## config.mk

```make
export PLATFORM = sky130hd
export DESIGN_NAME = mrar_ctrl
export DESIGN_NICKNAME = d
export VERILOG_FILES = /design/src/design/mrar_pkg.sv /design/src/design/mrar_ctrl.sv
export SDC_FILE = /design/constraint.sdc
export NUM_CORES = 1
export LEC_CHECK = 0
export BUFFER_PORTS_ARGS = -buffer_cell sky130_fd_sc_hd__buf_2
export CORE_ASPECT_RATIO = 0.8
export CORE_MARGIN = 2
export CORE_UTILIZATION = 59
export CTS_CLUSTER_SIZE = 10
export DETAILED_ROUTE_END_ITERATION = 16
export PLACE_DENSITY = 0.83
export SLEW_MARGIN = 20
export SYNTH_ARGS = -nofsm -noshare
export SYNTH_HDL_FRONTEND = slang
export SYNTH_SLANG_ARGS = --single-unit
```

## constraint.sdc

```tcl
create_clock -name i_clk -period 3.5 [get_ports i_clk]
set_input_delay 0.7 -clock i_clk [delete_from_list [all_inputs] [get_ports i_clk]]
set_output_delay 0.7 -clock i_clk [all_outputs]
set_load 0.05 [all_outputs]
```

## src/design/mrar_pkg.sv

```systemverilog
// Shared types, constants and arithmetic helpers for the medium room reverb.
`default_nettype none
package mrar_pkg;

    localparam int CFG_IDX_BITS = 3;
    localparam int COEF_BITS    = 24;

    localparam logic [CFG_IDX_BITS-1:0] CFG_LPF_B0 = 3'd0;
    localparam logic [CFG_IDX_BITS-1:0] CFG_LPF_B1 = 3'd1;
    localparam logic [CFG_IDX_BITS-1:0] CFG_LPF_B2 = 3'd2;
    localparam logic [CFG_IDX_BITS-1:0] CFG_LPF_A1 = 3'd3;
    localparam logic [CFG_IDX_BITS-1:0] CFG_LPF_A2 = 3'd4;

    localparam logic signed [COEF_BITS-1:0] LPF_B0_RST = 24'sd105596;
    localparam logic signed [COEF_BITS-1:0] LPF_B1_RST = 24'sd211193;
    localparam logic signed [COEF_BITS-1:0] LPF_B2_RST = 24'sd105596;
    localparam logic signed [COEF_BITS-1:0] LPF_A1_RST = -24'sd6306955;
    localparam logic signed [COEF_BITS-1:0] LPF_A2_RST = 24'sd2535037;

    // Q2.22 gains
    localparam logic signed [COEF_BITS-1:0] G_025 = 24'sd1048576;
    localparam logic signed [COEF_BITS-1:0] G_035 = 24'sd1468006;
    localparam logic signed [COEF_BITS-1:0] G_045 = 24'sd1887437;
    localparam logic signed [COEF_BITS-1:0] G_040 = 24'sd1677722;

    // Allpass section numbers after which the sequence branches, and the section it resumes at after the premix
    localparam logic [2:0] SEC_TAP35   = 3'd2;
    localparam logic [2:0] SEC_TAP137  = 3'd3;
    localparam logic [2:0] SEC_PREMIX  = 3'd4;
    localparam logic [2:0] SEC_TAP191  = 3'd5;

    localparam logic [1:0] TAP_35  = 2'd0;
    localparam logic [1:0] TAP_137 = 2'd1;
    localparam logic [1:0] TAP_191 = 2'd2;

    typedef enum logic [4:0] {
        ST_CLR, ST_IDLE, ST_WDRY, ST_MA1, ST_MA2, ST_W, ST_MB0, ST_MB1, ST_MB2,
        ST_Y, ST_MFB, ST_WFB, ST_AP_RA, ST_AP_RB, ST_AP_M1, ST_AP_T, ST_AP_M2,
        ST_AP_WA, ST_AP_WB, ST_TAP_RD, ST_TAP_ACC, ST_PR_RA, ST_PR_RB, ST_PR_M,
        ST_PR_W, ST_DONE
    } t_state;

    typedef enum logic [4:0] {
        DP_NOP, DP_CLR, DP_START, DP_WDRY, DP_MA1, DP_MA2, DP_W, DP_MB0, DP_MB1,
        DP_MB2, DP_Y, DP_MFB, DP_WFB, DP_AP_RA, DP_AP_RB, DP_AP_M1, DP_AP_T,
        DP_AP_M2, DP_AP_WA, DP_AP_WB, DP_TAP_RD, DP_TAP_ACC, DP_PR_RA, DP_PR_RB,
        DP_PR_M, DP_PR_W, DP_OUT
    } t_dp_op;

    typedef struct packed {
        t_dp_op     op;
        logic [2:0] sec;
        logic [1:0] tap;
    } t_dp_cmd;

    typedef struct packed {
        logic clr_last;
    } t_dp_status;

    // Round half up and drop 22 fraction bits.
    function automatic logic signed [35:0] f_qround(input logic signed [57:0] v);
        logic signed [57:0] s;
        s = v + 58'sd2097152;
        return 36'(s >>> 22);
    endfunction

    function automatic logic signed [31:0] f_sat32(input logic signed [39:0] v);
        if (v > 40'sd2147483647) begin
            return 32'sh7fffffff;
        end
        if (v < -40'sd2147483648) begin
            return 32'sh80000000;
        end
        return 32'(v);
    endfunction

endpackage
`default_nettype wire

```

## src/design/mrar_ctrl.sv

```systemverilog
// Sequencer that clears the delay memory after reset and steps the reverb datapath through one sample.
`default_nettype none
module mrar_ctrl
    import mrar_pkg::*;
(
    input  wire logic       i_clk,
    input  wire logic       i_rst_n,
    input  wire logic       i_in_valid,
    output logic            o_in_ready,
    output logic            o_out_valid,
    input  wire logic       i_out_ready,
    input  wire t_dp_status i_stat,
    output t_dp_cmd         o_cmd
);

    t_state     r_state, n_state;
    logic [2:0] r_sec, n_sec;
    logic [1:0] r_tap, n_tap;
    logic       r_out_valid, n_out_valid;

    always_ff @(posedge i_clk) begin
        if (!i_rst_n) begin
            r_state     <= ST_CLR;
            r_sec       <= '0;
            r_tap       <= TAP_35;
            r_out_valid <= 1'b0;
        end else begin
            r_state     <= n_state;
            r_sec       <= n_sec;
            r_tap       <= n_tap;
            r_out_valid <= n_out_valid;
        end
    end

    always_comb begin
        n_state     = r_state;
        n_sec       = r_sec;
        n_tap       = r_tap;
        n_out_valid = r_out_valid && !i_out_ready;
        o_in_ready  = 1'b0;
        o_cmd.op    = DP_NOP;
        o_cmd.sec   = r_sec;
        o_cmd.tap   = r_tap;
        unique case (r_state)
            ST_CLR: begin
                o_cmd.op = DP_CLR;
                if (i_stat.clr_last) begin
                    n_state = ST_IDLE;
                end
            end
            ST_IDLE: begin
                o_in_ready = 1'b1;
                if (i_in_valid) begin
                    o_cmd.op = DP_START;
                    n_state  = ST_WDRY;
                end
            end
            ST_WDRY: begin o_cmd.op = DP_WDRY; n_state = ST_MA1; end
            ST_MA1:  begin o_cmd.op = DP_MA1;  n_state = ST_MA2; end
            ST_MA2:  begin o_cmd.op = DP_MA2;  n_state = ST_W;   end
            ST_W:    begin o_cmd.op = DP_W;    n_state = ST_MB0; end
            ST_MB0:  begin o_cmd.op = DP_MB0;  n_state = ST_MB1; end
            ST_MB1:  begin o_cmd.op = DP_MB1;  n_state = ST_MB2; end
            ST_MB2:  begin o_cmd.op = DP_MB2;  n_state = ST_Y;   end
            ST_Y:    begin o_cmd.op = DP_Y;    n_state = ST_MFB; end
            ST_MFB:  begin o_cmd.op = DP_MFB;  n_state = ST_WFB; end
            ST_WFB: begin
                o_cmd.op = DP_WFB;
                n_sec    = '0;
                n_state  = ST_AP_RA;
            end
            ST_AP_RA: begin o_cmd.op = DP_AP_RA; n_state = ST_AP_RB; end
            ST_AP_RB: begin o_cmd.op = DP_AP_RB; n_state = ST_AP_M1; end
            ST_AP_M1: begin o_cmd.op = DP_AP_M1; n_state = ST_AP_T;  end
            ST_AP_T:  begin o_cmd.op = DP_AP_T;  n_state = ST_AP_M2; end
            ST_AP_M2: begin o_cmd.op = DP_AP_M2; n_state = ST_AP_WA; end
            ST_AP_WA: begin o_cmd.op = DP_AP_WA; n_state = ST_AP_WB; end
            ST_AP_WB: begin
                o_cmd.op = DP_AP_WB;
                if (r_sec == SEC_TAP35) begin
                    n_tap   = TAP_35;
                    n_state = ST_TAP_RD;
                end else if (r_sec == SEC_TAP137) begin
                    n_tap   = TAP_137;
                    n_state = ST_TAP_RD;
                end else if (r_sec == SEC_TAP191) begin
                    n_tap   = TAP_191;
                    n_state = ST_TAP_RD;
                end else begin
                    n_sec   = r_sec + 3'd1;
                    n_state = ST_AP_RA;
                end
            end
            ST_TAP_RD: begin o_cmd.op = DP_TAP_RD; n_state = ST_TAP_ACC; end
            ST_TAP_ACC: begin
                o_cmd.op = DP_TAP_ACC;
                if (r_tap == TAP_35) begin
                    n_sec   = r_sec + 3'd1;
                    n_state = ST_AP_RA;
                end else if (r_tap == TAP_137) begin
                    n_state = ST_PR_RA;
                end else begin
                    n_state = ST_DONE;
                end
            end
            ST_PR_RA: begin o_cmd.op = DP_PR_RA; n_state = ST_PR_RB; end
            ST_PR_RB: begin o_cmd.op = DP_PR_RB; n_state = ST_PR_M;  end
            ST_PR_M:  begin o_cmd.op = DP_PR_M;  n_state = ST_PR_W;  end
            ST_PR_W: begin
                o_cmd.op = DP_PR_W;
                n_sec    = SEC_PREMIX;
                n_state  = ST_AP_RA;
            end
            ST_DONE: begin
                // wait until the output register is free, then load it
                if (!r_out_valid || i_out_ready) begin
                    o_cmd.op    = DP_OUT;
                    n_out_valid = 1'b1;
                    n_state     = ST_IDLE;
                end
            end
            default: n_state = ST_IDLE;
        endcase
    end

    assign o_out_valid = r_out_valid;

endmodule
`default_nettype wire

```

==> run summary, run 1 <==
Status - finished, final reports clean
Multi-input gate area in the final layout - 736 µm²
Worst-skew pair later-pin latency - 0.28 ns
Comb power frac - 17.9%
Final setup fails - 0
Final Hold Viols - 0
Core Area - 0.00164 mm²
Clock power share - 34.3%
Register area share after synthesis - 21.3%
Total power - 269 µW
EDFF count, synth - 0
Root Buffer - clkbuf_4
CTS tree - done
Int Power - 187 µW
Number of synthesized register bits - 11
Non-filler cells, final - 168
Final worst-path cycle share - 75.4%
Dpl cell area - 0.00110 mm²
Peak supply drop - 149 µV
WP data required - 2.80 ns
Tmin final - 2.64 ns
Clk buf depth - 2
Worst-path fanout max - 20
Crit path kind - flip-flop to output pin
First-pass iteration count of the detailed router - 4
Slew Limit Fails - 0
Crit. End Element - output pin
Top FF cell, synth - dfxtp_1
Max Clock Freq - 379 MHz
CTS-repair resized insts - 0
# rows - 13
Post-Synthesis Cell Area - 0.00103 mm²
Initial antenna violation count - 0
Syn_nets - 145
Largest net degree at the start of global routing - 26
Area growth syn-to-layout - 8.95%
Max_cap viols - 0
Final Cell Area - 0.00113 mm²
Vias per inst - 6.49
Hold WC Path Type - flip-flop to flip-flop
Mean area per synthesized cell - 7.61 µm²
Nets - 156
NetSw - 82.1 µW
DRT iter0 DRCs - 52
Hold Slack - 0.521 ns
WL/cell - 15.2 µm
CP cell instances - inv_1 -> o41ai_1 -> buf_2
Power Dens Cells - 239 mW/mm²
RePlAce Congestion - 0.944
CP peak stage delay - 0.73 ns
CTS Hold Buffers Added - 0
Max-Slew Margin vs Limit - 49.8%
Die Wd - 50.8 µm
Slowest cell on crit path - dfxtp_1
Unrepaired setup endpoints after global routing - no
Fraction of layout cells with a size suffix above 1 - 20.5%
DPL Wire Length - 1790 µm
First-pass GRT wire length - 4220 µm
Ant diodes - 0
Routed Antenna Nets - 0
Synth area leaders - dfxtp_1, o21ai_0, ha_1, nand2_1, o31a_1
Die Y - 41.5 µm
GR Overflow Total - 0
Worst-margin pin slew - 0.752 ns
Sw frac - 30.5%
DP Cell Count - 164
Mapped Cells - 136
Initial Util - 63.0%
Crit path DAT - 1.94 ns
Clk pin slew, worst setup/hold paths - 0.07 ns
Vias in the first global route - 873
P_leak - 0.406 nW
Synth area leader - dfxtp_1
Number of fillers in the final layout - 146
Gr usage total - 26.2%
IO Pins - 17
Crit path max-delay family - flip-flops
Buffers on Ports - 16
DRC - 0
Clock skew - 0.00297 ns
Synth cell types - 50
Buf/Inv on CP - 2
Clk sinks - 11
Final setup TNS - 0 ns
Die footprint - 0.00211 mm²
Asr flop ratio synth - 0%
Setup Fix Bufs, Post-CTS - 0
H-tree lvl count - 1
Vias post-DR - 1090
Synth Warn # - 0
WL final - 2560 µm
Sequential Power Share - 47.8%
Share of the synthesized area in the top cell type - 21.3%
CP startpoint kind - flip-flop
Total area of sequential cells - 220 µm²
CTS Buf Count - 3
[sequential cells by signal, indices dropped and copies added (netlist names)]
name	cells
o_out_valid	1
r_sec	3
r_tap	2
r_state	5
[stage by stage]
stage               utilization, %  worst slack (ns)
floorplan                        -             0.419
global placement              67.0              1.18
detailed placement            67.0              1.15
CTS                           68.6             0.886
global route                  68.6             0.675
finish                        68.6             0.863
[cell usage after synthesis (2+ instances only)]
library cell / instances
dfxtp_1: 11
o21ai_0: 11
xnor2_1: 2
nor2_1: 6
mux2_2: 2
clkbuf_1: 3
o22ai_1: 3
inv_1: 8
nor4_1: 3
o31a_1: 4
nand2_1: 11
mux2i_1: 2
a21oi_1: 6
ha_1: 4
a21boi_1: 2
or2_2: 2
nor3_1: 2
nand2b_1: 5
buf_1: 2
a21boi_0: 3
or3_1: 2
buf_2: 6
o2bb2ai_1: 3
nand3_1: 4
nor2b_1: 4
[path summary, 6_finish.rpt]
kind                                              start                     to  slack [ns]  depth (start not counted)
worst min register to register    r_tap[0]$_SDFFE_PN0P_  r_tap[0]$_SDFFE_PN0P_        0.52                          2
worst max register to register  r_state[4]$_SDFFE_PN0P_  r_tap[0]$_SDFFE_PN0P_        1.43                          4
worst max-delay path            r_state[3]$_SDFFE_PN0P_               o_cmd[9]        0.86                          3
worst min-delay path              r_tap[0]$_SDFFE_PN0P_  r_tap[0]$_SDFFE_PN0P_        0.52                          2
[cell families (layout without fill, tap and decap cells)]
kind of cell    Yosys count  after routing  synth area share, %
compound gates           49             49                 34.6
flops                    11             11                 21.3
simple gates             46             46                 25.0
xor+xnor                  3              3                 2.54
mux                       4              4                 4.11
fa+ha+maj                 4              4                 4.84
buf+inv                  19             29                 7.62
[worst min-delay path, stage by stage, from the launching register on]
cell,delay (ns)
dfxtp_1,0.34
o21ai_0,0.08
a21boi_1,0.06
[power by group through the flow]
stage                     Clock, mW  Sequential [mW]  Combinational (mW)
after floorplan                   0            0.131              0.0377
after global placement            0            0.132              0.0467
after detailed placement          0            0.132              0.0476
after CTS                    0.0941            0.129              0.0477
after global routing          0.100            0.129              0.0518
final                        0.0924            0.129              0.0481
[layout make-up]
cell class / instances / share of cell area (%)
Clock buffer: 4 / 2.33
Multi-Input combinational cell: 106 / 65.3
Sequential cell: 11 / 19.5
Tap cell: 22 / 2.44
Inverter: 8 / 2.66
Timing Repair Buffer: 17 / 7.77
[metal layers]
metal  vias to the layer above  wire length [µm]  part of all wire (%)  track usage (%)
met1                       509              1210                    47             38.4
met3                         5               193                   7.6             7.91
met4                         0                27                   1.1             8.65
met2                        49              1130                    44             36.1
li1                        527                 -                     -                -
met5                         -                 0                     0                0
[cell usage in the layout (no fill, tap or decap), drive strengths merged, types with 3 or more instances in the layout]
| master | netlist | layout |
|---|---|---|
| o21ai | 12 | 12 |
| o22ai | 4 | 4 |
| clkbuf | 3 | 4 |
| inv | 8 | 8 |
| o31a | 4 | 4 |
| a21oi | 6 | 6 |
| nand2 | 11 | 11 |
| buf | 8 | 17 |
| nor2b | 4 | 4 |
| o2bb2ai | 3 | 3 |
| nor2 | 6 | 6 |
| nand2b | 5 | 5 |
| dfxtp | 11 | 11 |
| ha | 4 | 4 |
| nand3 | 4 | 4 |
| a21boi | 5 | 5 |
| or3 | 3 | 3 |
| nor4 | 3 | 3 |
(Power assumes the default switching activity.)
==> run 2: changes to the inputs <==
CORE_UTILIZATION = 55   (was 59)
PLACE_DENSITY = 0.78   (was 0.83)
clock period = 2.44 ns   (was 3.5 ns; I/O delays follow)
==> run summary, run 2 (synthesis results as in run 1) <==
Status - finished, final reports clean (unchanged)
Final Hold Viols - 0 (unchanged)
Final Cell Area - 0.00116 mm² (was 0.00113 mm²)
Vias post-DR - 1100 (was 1090)
Crit path max-delay family - simple AND/OR/NAND/NOR gates (was flip-flops)
Crit. End Element - output pin (unchanged)
Number of fillers in the final layout - 148 (was 146)
Unrepaired setup endpoints after global routing - no (unchanged)
Worst-margin pin slew - 0.441 ns (was 0.752 ns)
Die Y - 42.8 µm (was 41.5 µm)
Worst-skew pair later-pin latency - 0.27 ns (was 0.28 ns)
CP peak stage delay - 0.46 ns (was 0.73 ns)
Root Buffer - clkbuf_4 (unchanged)
Final setup fails - 0 (unchanged)
Tmin final - 2.20 ns
Power Dens Cells - 332 mW/mm² (was 239 mW/mm²)
Crit path kind - flip-flop to output pin (unchanged)
Clk pin slew, worst setup/hold paths - 0.08 ns (was 0.07 ns)
# rows - 13 (unchanged)
First-pass GRT wire length - 4390 µm (was 4220 µm)
Most flop-heavy register - r_state (unchanged)
Final setup TNS - 0 ns (unchanged)
Max-Slew Margin vs Limit - 70.6% (was 49.8%)
Buf/Inv on CP - 1 (was 2)
Setup Fix Bufs, Post-CTS - 0 (unchanged)
CTS tree - done (unchanged)
Area growth syn-to-layout - 12.0% (was 8.95%)
Slew Limit Fails - 0 (unchanged)
Hold Slack - 0.550 ns (was 0.521 ns)
IO Pins - 17 (unchanged)
Routed Antenna Nets - 0 (unchanged)
First-pass iteration count of the detailed router - 4 (unchanged)
Initial Util - 61.2% (was 63.0%)
Slowest cell on crit path - or3_1 (was dfxtp_1)
Die footprint - 0.00225 mm² (was 0.00211 mm²)
Clock skew - 0.00550 ns (was 0.00297 ns)
CP startpoint kind - flip-flop (unchanged)
GR Overflow Total - 0 (unchanged)
Clk buf depth - 2 (unchanged)
Hold WC Path Type - flip-flop to flip-flop (unchanged)
Dpl cell area - 0.00113 mm² (was 0.00110 mm²)
Vias in the first global route - 909 (was 873)
Total power - 385 µW (was 269 µW)
Final worst-path cycle share - 90.1%
Vias per inst - 6.43 (was 6.49)
CP cell instances - or3_1 -> o2111ai_1 -> o21ai_0 -> buf_2 (was inv_1 -> o41ai_1 -> buf_2)
Ant diodes - 0 (unchanged)
DRC - 0 (unchanged)
WP data required - 1.95 ns (was 2.80 ns)
Largest register FFs - 5 (unchanged)
Gr usage total - 26.0% (was 26.2%)
Nets - 159 (was 156)
Initial antenna violation count - 0 (unchanged)
Crit path DAT - 1.71 ns (was 1.94 ns)
RePlAce Congestion - 0.847 (was 0.944)
P_leak - 0.428 nW (was 0.406 nW)
Max Clock Freq - 455 MHz
Max_cap viols - 0 (unchanged)
Buffers on Ports - 16 (unchanged)
H-tree lvl count - 1 (unchanged)
CTS Buf Count - 3 (unchanged)
Commonest cells after routing, fill and taps aside - buf_2, nand2_1, o21ai_0 (was buf_2, nand2_1, o21ai_0, dfxtp_1, inv_1)
Peak supply drop - 228 µV (was 149 µV)
Clk sinks - 11 (unchanged)
WL/cell - 15.8 µm (was 15.2 µm)
DPL Wire Length - 2010 µm (was 1790 µm)
Fraction of layout cells with a size suffix above 1 - 23.5% (was 20.5%)
Core Util, Final - 68.5% (was 68.6%)
DRT iter0 DRCs - 73 (was 52)
Core Area - 0.00169 mm² (was 0.00164 mm²)
Largest net degree at the start of global routing - 26 (unchanged)
Commonest non-fill, non-tap cell in the layout - buf_2 (unchanged)
Worst-path fanout max - 13 (was 20)
WL final - 2710 µm (was 2560 µm)
Die Wd - 52.5 µm (was 50.8 µm)
Largest regs - r_state x5, r_sec x3, r_tap x2 (unchanged)
## run 2: cell types whose count changed in the layout (fill, tap and decap cells not counted)
cell and change:
buf_4 +3, dfxtp_1 -1, dfxtp_2 +1, o41ai_1 -1, o41ai_2 +1
## run 2: final cells by class
class                   count  area, µm²  share of cell area, %
repair buffers             20        110                   9.50
flip-flops and latches     11        221                   19.1
multi-input cells         106        743                   64.1
clock buffers               4       26.3                   2.27
well taps                  22       27.5                   2.38
inverters                   8       30.0                   2.59
## run 2: power breakdown
part / total [mW] / internal [mW] / switching, mW
clock network: 0.128 / 0.0633 / 0.0647
registers: 0.183 / 0.181 / 0.00195
logic: 0.0731 / 0.0243 / 0.0488
total: 0.385 / 0.269 / 0.116
## run 2: metal layers
layer | GRT usage, % | share of wire, % | vias up
met5 | 0 | 0 | -
met4 | 6.67 | 0.96 | 0
met3 | 7.04 | 10 | 4
met2 | 35.0 | 44 | 61
met1 | 39.8 | 45 | 504
li1 | - | - | 531
## run 2: final timing paths
check	startpoint	endpoint	slack [ns]	cells past startpoint
max	r_state[3]$_SDFFE_PN0P_	o_cmd[6]	0.24	4
min	r_tap[0]$_SDFFE_PN0P_	r_tap[0]$_SDFFE_PN0P_	0.55	2
max reg2reg	r_sec[1]$_SDFFE_PN0P_	r_sec[2]$_SDFFE_PN0P_	0.52	6
min reg2reg	r_tap[0]$_SDFFE_PN0P_	r_tap[0]$_SDFFE_PN0P_	0.55	2
## run 2: per-stage QoR
| stage | worst slack, ns | cells |
|---|---|---|
| after floorplan | 0.0692 | 136 |
| after global placement | 0.496 | 167 |
| after detailed placement | 0.360 | 167 |
| after CTS | 0.163 | 171 |
| after global routing | 0.108 | 171 |
| final | 0.241 | 171 |
## run 2: timing repair
| action | in CTS | in global routing |
|---|---|---|
| hold buffers | 0 | 0 |
| setup endpoints to repair | 0 | 2 |
| resized for setup | 0 | 1 |
## run 2: worst register-to-register path, cell delays in order, from the launching register on
cell and delay, ns:
dfxtp_1 0.44, inv_1 0.09, ha_1 0.21, mux2_2 0.28, nor2_1 0.31, o32a_1 0.31
mux2i_1 0.20
==> run 3: changes to the inputs <==
SETUP_SLACK_MARGIN = 0.4   (was not set)
==> run summary, run 3 (synthesis results as in run 1) <==
Clk buf depth - 2 (unchanged)
DRC - 0 (unchanged)
CTS tree - done (unchanged)
CP Depth - 5 (was 4)
IO Pins - 17 (unchanged)
Place WS - 0.418 ns (was 0.360 ns)
WL/cell - 16.3 µm (was 15.8 µm)
First-pass iteration count of the detailed router - 4 (unchanged)
Core Area - 0.00169 mm² (unchanged)
Clk sinks - 11 (unchanged)
Initial antenna violation count - 0 (unchanged)
CTS Buf Count - 3 (unchanged)
Power Dens Cells - 320 mW/mm² (was 332 mW/mm²)
Nets - 164 (was 159)
Tmin final - 1.99 ns (was 2.20 ns)
CP cell instances - or2_4 -> a21o_1 -> o221ai_1 -> o2bb2ai_1 -> buf_4 (was or3_1 -> o2111ai_1 -> o21ai_0 -> buf_2)
CTS Hold Buffers Added - 0 (unchanged)
DPL Wire Length - 1920 µm (was 2010 µm)
Final worst-path cycle share - 81.6% (was 90.1%)
# rows - 13 (unchanged)
RePlAce Congestion - 0.880 (was 0.847)
Initial Util - 61.2% (unchanged)
Vias per inst - 6.52 (was 6.43)
Worst-path fanout max - 4 (was 13)
Vias in the first global route - 1001 (was 909)
GR Overflow Total - 0 (unchanged)
H-tree lvl count - 1 (unchanged)
Slowest cell on crit path - dfxtp_4 (was or3_1)
CP peak stage delay - 0.36 ns (was 0.46 ns)
First-pass GRT wire length - 4890 µm (was 4390 µm)
Crit path kind - flip-flop to output pin (unchanged)
Clk pin slew, worst setup/hold paths - 0.08 ns (about the same)
Vias post-DR - 1148 (was 1100)
Hold WC Path Type - flip-flop to flip-flop (unchanged)
Largest register FFs - 5 (unchanged)
Status - finished, final reports clean (unchanged)
Die Y - 42.8 µm (unchanged)
Area growth syn-to-layout - 19.6% (was 12.0%)
Crit. End Element - output pin (unchanged)
Commonest cells after routing, fill and taps aside - buf_2, buf_4, nand2_1, o21ai_0, dfxtp_1 (was buf_2, nand2_1, o21ai_0)
R2R setup slack - 0.55 ns (was 0.52 ns)
Final Hold Viols - 0 (unchanged)
Ant diodes - 0 (unchanged)
Buffers on Ports - 16 (unchanged)
Fraction of layout cells with a size suffix above 1 - 29.9% (was 23.5%)
Hold Slack - 0.533 ns (was 0.550 ns)
Slew Limit Fails - 0 (unchanged)
Final WS setup - 0.448 ns (was 0.241 ns)
Max_cap viols - 0 (unchanged)
Most flop-heavy register - r_state (unchanged)
WL final - 2870 µm (was 2710 µm)
Clock skew - 0.00890 ns (was 0.00550 ns)
Worst-margin pin slew - 0.431 ns (was 0.441 ns)
Unrepaired setup endpoints after global routing - yes (was no)
Peak supply drop - 307 µV (was 228 µV)
Largest net degree at the start of global routing - 24 (was 26)
DRT iter0 DRCs - 61 (was 73)
Die Wd - 52.5 µm (unchanged)
Crit path max-delay family - compound AO/OA/AOI/OAI gates (was simple AND/OR/NAND/NOR gates)
WHS Path Cells - 2 (unchanged)
Crit path DAT - 1.50 ns (was 1.71 ns)
Number of fillers in the final layout - 134 (was 148)
WP data required - 1.95 ns (about the same)
Die footprint - 0.00225 mm² (unchanged)
Root Buffer - clkbuf_4 (unchanged)
Buf/Inv on CP - 1 (unchanged)
Max Clock Freq - 502 MHz (was 455 MHz)
Final setup fails - 0 (unchanged)
P_leak - 0.456 nW (was 0.428 nW)
CP startpoint kind - flip-flop (unchanged)
Final setup TNS - 0 ns (unchanged)
R2R cell count - 6 (unchanged)
Routed Antenna Nets - 0 (unchanged)
Worst-skew pair later-pin latency - 0.28 ns (was 0.27 ns)
Largest regs - r_state x5, r_sec x3, r_tap x2 (unchanged)
Gr usage total - 28.9% (was 26.0%)
Commonest non-fill, non-tap cell in the layout - buf_2 (unchanged)
Max-Slew Margin vs Limit - 71.2% (was 70.6%)
[run 3: cell count changes in the layout (fill, tap and decap cells not counted), sizes merged]
cell / delta
inv: -1
clkinvlp: +1
buf: +5
[run 3: cell type report]
cell class	instances	area, µm²	share of cell area, %
multi-input combinational	106	759	61.4
sequential	11	231	18.7
timing repair buffer	25	159	12.8
inverter	8	33.8	2.73
tap	22	27.5	2.22
clock buffer	4	26.3	2.12
[run 3: worst register-to-register path, stage by stage, from the launching register on]
cell     delay, ns
dfxtp_1       0.42
inv_1         0.08
ha_1          0.21
mux2_2        0.28
nor2_1        0.35
o21ai_2       0.14
o31a_1        0.31
[run 3: final timing paths]
path,endpoint,from
max,o_cmd[8],r_state[1]$_SDFFE_PN0P_
min reg2reg,r_tap[0]$_SDFFE_PN0P_,r_tap[0]$_SDFFE_PN0P_
min,r_tap[0]$_SDFFE_PN0P_,r_tap[0]$_SDFFE_PN0P_
max reg2reg,r_state[4]$_SDFFE_PN0P_,r_sec[1]$_SDFFE_PN0P_
[run 3: per-layer routing]
metal | wire length (µm) | track usage [%] | vias up
li1 | - | - | 543
met4 | 49 | 9.23 | 0
met2 | 1210 | 39.8 | 72
met5 | 0 | 0 | -
met3 | 330 | 6.34 | 7
met1 | 1270 | 43.7 | 526
[run 3: stage by stage]
step                utilization (%)  instances  cell area (µm²)  power [mW]
floorplan                         -        136             1040       0.242
global placement               66.9        167             1130       0.258
detailed placement             66.9        167             1130       0.260
CTS                            71.6        175             1210       0.395
global route                   73.2        176             1240       0.415
finish                         73.2        176             1240       0.396
[run 3: repair_timing]
| action | CTS | global route |
|---|---|---|
| endpoints found under the setup margin | 5 | 4 |
| gates resized for setup | 11 | 5 |
| buffers inserted | 4 | 1 |
| pin swaps | 2 | 2 |
[run 3: power breakdown]
group,total [mW],switching (mW),leakage [nW],internal (mW)
clock network,0.132,0.0688,0.0150,0.0635
logic,0.0842,0.0528,0.350,0.0315
registers,0.180,0.00118,0.0913,0.179
total,0.396,0.123,0.456,0.274
